--- config.mk ---
export PLATFORM = sky130hd
export DESIGN_NAME = obst_queue
export DESIGN_NICKNAME = d
export VERILOG_FILES = /design/src/design/obst_queue.sv
export SDC_FILE = /design/constraint.sdc
export NUM_CORES = 1
export LEC_CHECK = 0
export CELL_PAD_IN_SITES_DETAIL_PLACEMENT = 1
export CELL_PAD_IN_SITES_GLOBAL_PLACEMENT = 1
export CORE_MARGIN = 5
export CORE_UTILIZATION = 38
export DETAILED_ROUTE_END_ITERATION = 10
export DONT_BUFFER_PORTS = 1
export HOLD_SLACK_MARGIN = 0.12
export PLACE_DENSITY = 0.64
export SLEW_MARGIN = 20
export SYNTH_ARGS = -nofsm -noshare
export SYNTH_HDL_FRONTEND = slang
export SYNTH_SLANG_ARGS = --single-unit
--- constraint.sdc ---
create_clock -name clk -period 1.55 [get_ports clk]
set_input_delay 0.0775 -clock clk [delete_from_list [all_inputs] [get_ports clk]]
set_output_delay 0.0775 -clock clk [all_outputs]
set_load 0.01 [all_outputs]
--- src/design/obst_queue.sv ---
`timescale 1ns / 1ps
// ----------------------------------------------------------------------------
// obst_queue
// Two-entry job queue between loader and build engine.
// ----------------------------------------------------------------------------
module obst_queue #(
  parameter int WIDTH = 7
) (
  input  logic             clk,
  input  logic             rst,
  input  logic             push,
  input  logic [WIDTH-1:0] push_data,
  input  logic             pop,
  output logic             empty,
  output logic [WIDTH-1:0] head
);

  logic [WIDTH-1:0] slot0, slot1;
  logic [1:0]       count;

  assign empty = (count == 2'd0);
  assign head  = slot0;

  always_ff @(posedge clk) begin
    if (rst) begin
      count <= 2'd0;
    end else begin
      case ({push && (count != 2'd2), pop && !empty})
        2'b10:   count <= count + 2'd1;
        2'b01:   count <= count - 2'd1;
        default: count <= count;
      endcase
    end
  end

  always_ff @(posedge clk) begin
    if (pop && !empty) begin
      slot0 <= (count == 2'd2) ? slot1 : push_data;
      if (push) begin
        slot1 <= push_data;
      end
    end else if (push) begin
      if (count == 2'd0) begin
        slot0 <= push_data;
      end else begin
        slot1 <= push_data;
      end
    end
  end

endmodule

==> results.cfg <==
[run_status]
status = completed

[die]
dieArea_sq_um = 2580
num_rows = 14
io_pins = 19
die_h_um = 50.8
start_util = 0.411
coreArea_sq_um = 1540
die_w_um = 50.8

[worst_setup_path]
crit_path_end_kind = flip-flop
crit_required_ns = 1.76
path_cells = nor2_2, nor2b_1, ha_1, or3_1, a21oi_1
arrival_ns = 1.69
cp_top_family = simple AND/OR/NAND/NOR gates
slowest_delay_ns = 0.39
crit_buf_inv = 0
crit_type = reg2reg
worst_path_max_delay_cell = dfxtp_2
cp_max_fo = 5
cp-start-kind = flip-flop

[power_and_ir_drop]
pwr-share-seq = 0.584
p_int_mw = 0.902
netSwitchingFraction = 0.310
peakVddDrop_uv = 744
power.switching_mw = 0.405
p_clk_frac = 0.162
pwr-share-comb = 0.254
leakagePower_nw = 0.278
fin_total_pwr_mw = 1.31
power_density_nw_per_um2 = 1680

[final_layout]
area_delta_synth_final_pct = 23.1
drive_gt1_frac = 0.314
n_antenna_cell = 0
finalInstanceArea_sq_um = 779
final_util = 0.506
nNetsFinal = 64

[timing]
rsz0062_at_grt = false
max-slew-margin-rel = 0.802
tightest_slew_ns = 0.297
layout_min_cycle_time_ns = 1.48
slew_violations = 0
setup-violations-final = 0
fin_crit_sh = 0.956
fmax_mhz = 675
hold_viol = 0
skew_ns = 0.00165

[drt]
wl_per_cell_um = 16.8
drt-total-wl_um = 1130
dr.pass1.iters = 2
vias = 354
drt_iter0_markers = 5
vias_per_cell = 5.28
detail-route-antenna-nets = 0
drc = 0

[cts]
clkSlewWorstSetupHoldPaths_ns = 0.09
clk_latency_ns = 0.27
htree_levels = 1
root_buffer = clkbuf_4
ctsLongestPathBuffers = 2
post_cts_buffers = 0
clock-sinks = 16
numCtsBuffers = 3
cts_tree = done

[placed_design]
routabilityCongestion = 0.665
dp_hpwl_um = 850
io_buffers = 0
placed_cell_area_sq_um = 671

[synthesis]
syn_area_sq_um = 633
synth_cell_types = 14
synth-seq-cells = 16
yosys_warnings = 0
syn_nets = 49
ys_seq_area_frac = 0.727
synthCells = 37
syn_area_per_cell_sq_um = 17.1

[global_route]
grt_antenna_before_repair = 0
overflow = 0
grt_max_degree = 10
grt_pass1_vias = 408
grtUsageTotal = 0.0944
grt_pass1_wl_um = 1750

[run]
max-cap-violations = 0

[worst_hold_path]
hp-class = in2reg
worst paths after layout:
check,endpoint,slack (ns),depth (start not counted),start
worst max-delay path,count[1],0.07,5,count[0]
worst min-delay path,slot1[4],0.21,2,push
worst max register to register,count[1],0.07,5,count[0]
worst min register to register,count[1],0.53,2,count[1]
power by group through the flow:
stage          Sequential, mW  Clock (mW)  Combinational [mW]
2_1_floorplan           0.747           0               0.219
3_3_place_gp            0.762           0               0.289
3_5_place_dp            0.776           0               0.313
4_1_cts                 0.770       0.226               0.334
5_1_grt                 0.778       0.242               0.363
6_report                0.764       0.212               0.331
cell families after synthesis:
kind of cell,Yosys count,synth area share
mux,7,0.125
buf+inv,1,0.00592
compound gates,4,0.0356
fa+ha+maj,1,0.0198
simple gates,6,0.0593
flops,16,0.727
xor+xnor,2,0.0277
sequential cells by signal (all words and copies together) (netlist names):
signal  count
count       2
head        7
slot1       7
cell usage after synthesis:
| cell type | instances | area [sq um] |
|---|---|---|
| mux2_2 | 7 | 78.8 |
| nor2_1 | 2 | 7.51 |
| ha_1 | 1 | 12.5 |
| nor2b_1 | 2 | 12.5 |
| a21o_1 | 1 | 7.51 |
| xnor2_1 | 1 | 8.76 |
| dfxtp_1 | 2 | 40.0 |
| xor2_1 | 1 | 8.76 |
| or3_1 | 1 | 6.26 |
| a21oi_1 | 1 | 5.00 |
| nand3b_2 | 1 | 11.3 |
| inv_1 | 1 | 3.75 |
| edfxtp_1 | 14 | 420 |
| o21ai_0 | 2 | 10.0 |
cell type report:
type / count / area, sq um
Sequential cell: 16 / 463
Fill cell: 147 / 762
Multi-Input combinational cell: 20 / 171
Tap cell: 16 / 20.0
Inverter: 1 / 3.75
Timing Repair Buffer: 10 / 95.1
Clock buffer: 3 / 22.5
Clock inverter: 1 / 3.75
routing by layer:
layer	routed length [um]	vias up	GRT usage
met5	0	-	0
met4	0	0	0.0511
met3	65	0	0.0320
met2	617	12	0.167
met1	443	171	0.0959
li1	-	171	-
stage by stage:
step | setup slack [ns] | cells | TNS [ns] | hold slack (ns)
3_5_place_dp | -0.0146 | 55 | -0.0146 | 0.153
6_report | 0.0680 | 67 | 0 | 0.205
3_3_place_gp | 0.158 | 55 | 0 | 0.147
2_1_floorplan | 0.0736 | 37 | 0 | 0.147
5_1_grt | 0.00738 | 67 | 0 | 0.243
4_1_cts | 0.0275 | 67 | 0 | 0.197
layout by cell type, fill, tap and decap left out, drive strengths merged:
cell type / instances
nand3b: 1
clkbuf: 3
nor2b: 2
a21o: 1
nor2: 2
clkinv: 1
or3: 1
dfxtp: 2
dlygate4sd3: 8
buf: 2
inv: 1
xnor2: 1
mux2: 7
edfxtp: 14
xor2: 1
ha: 1
o21ai: 2
a21oi: 1
repair_timing:
| action | in CTS | in global routing |
|---|---|---|
| hold endpoints to repair | 16 | 0 |
| resized for setup | 2 | 1 |
| setup endpoints to repair | 1 | 1 |
| hold buffers | 8 | 0 |
No activity file was read; power rests on OpenSTA's default activity.
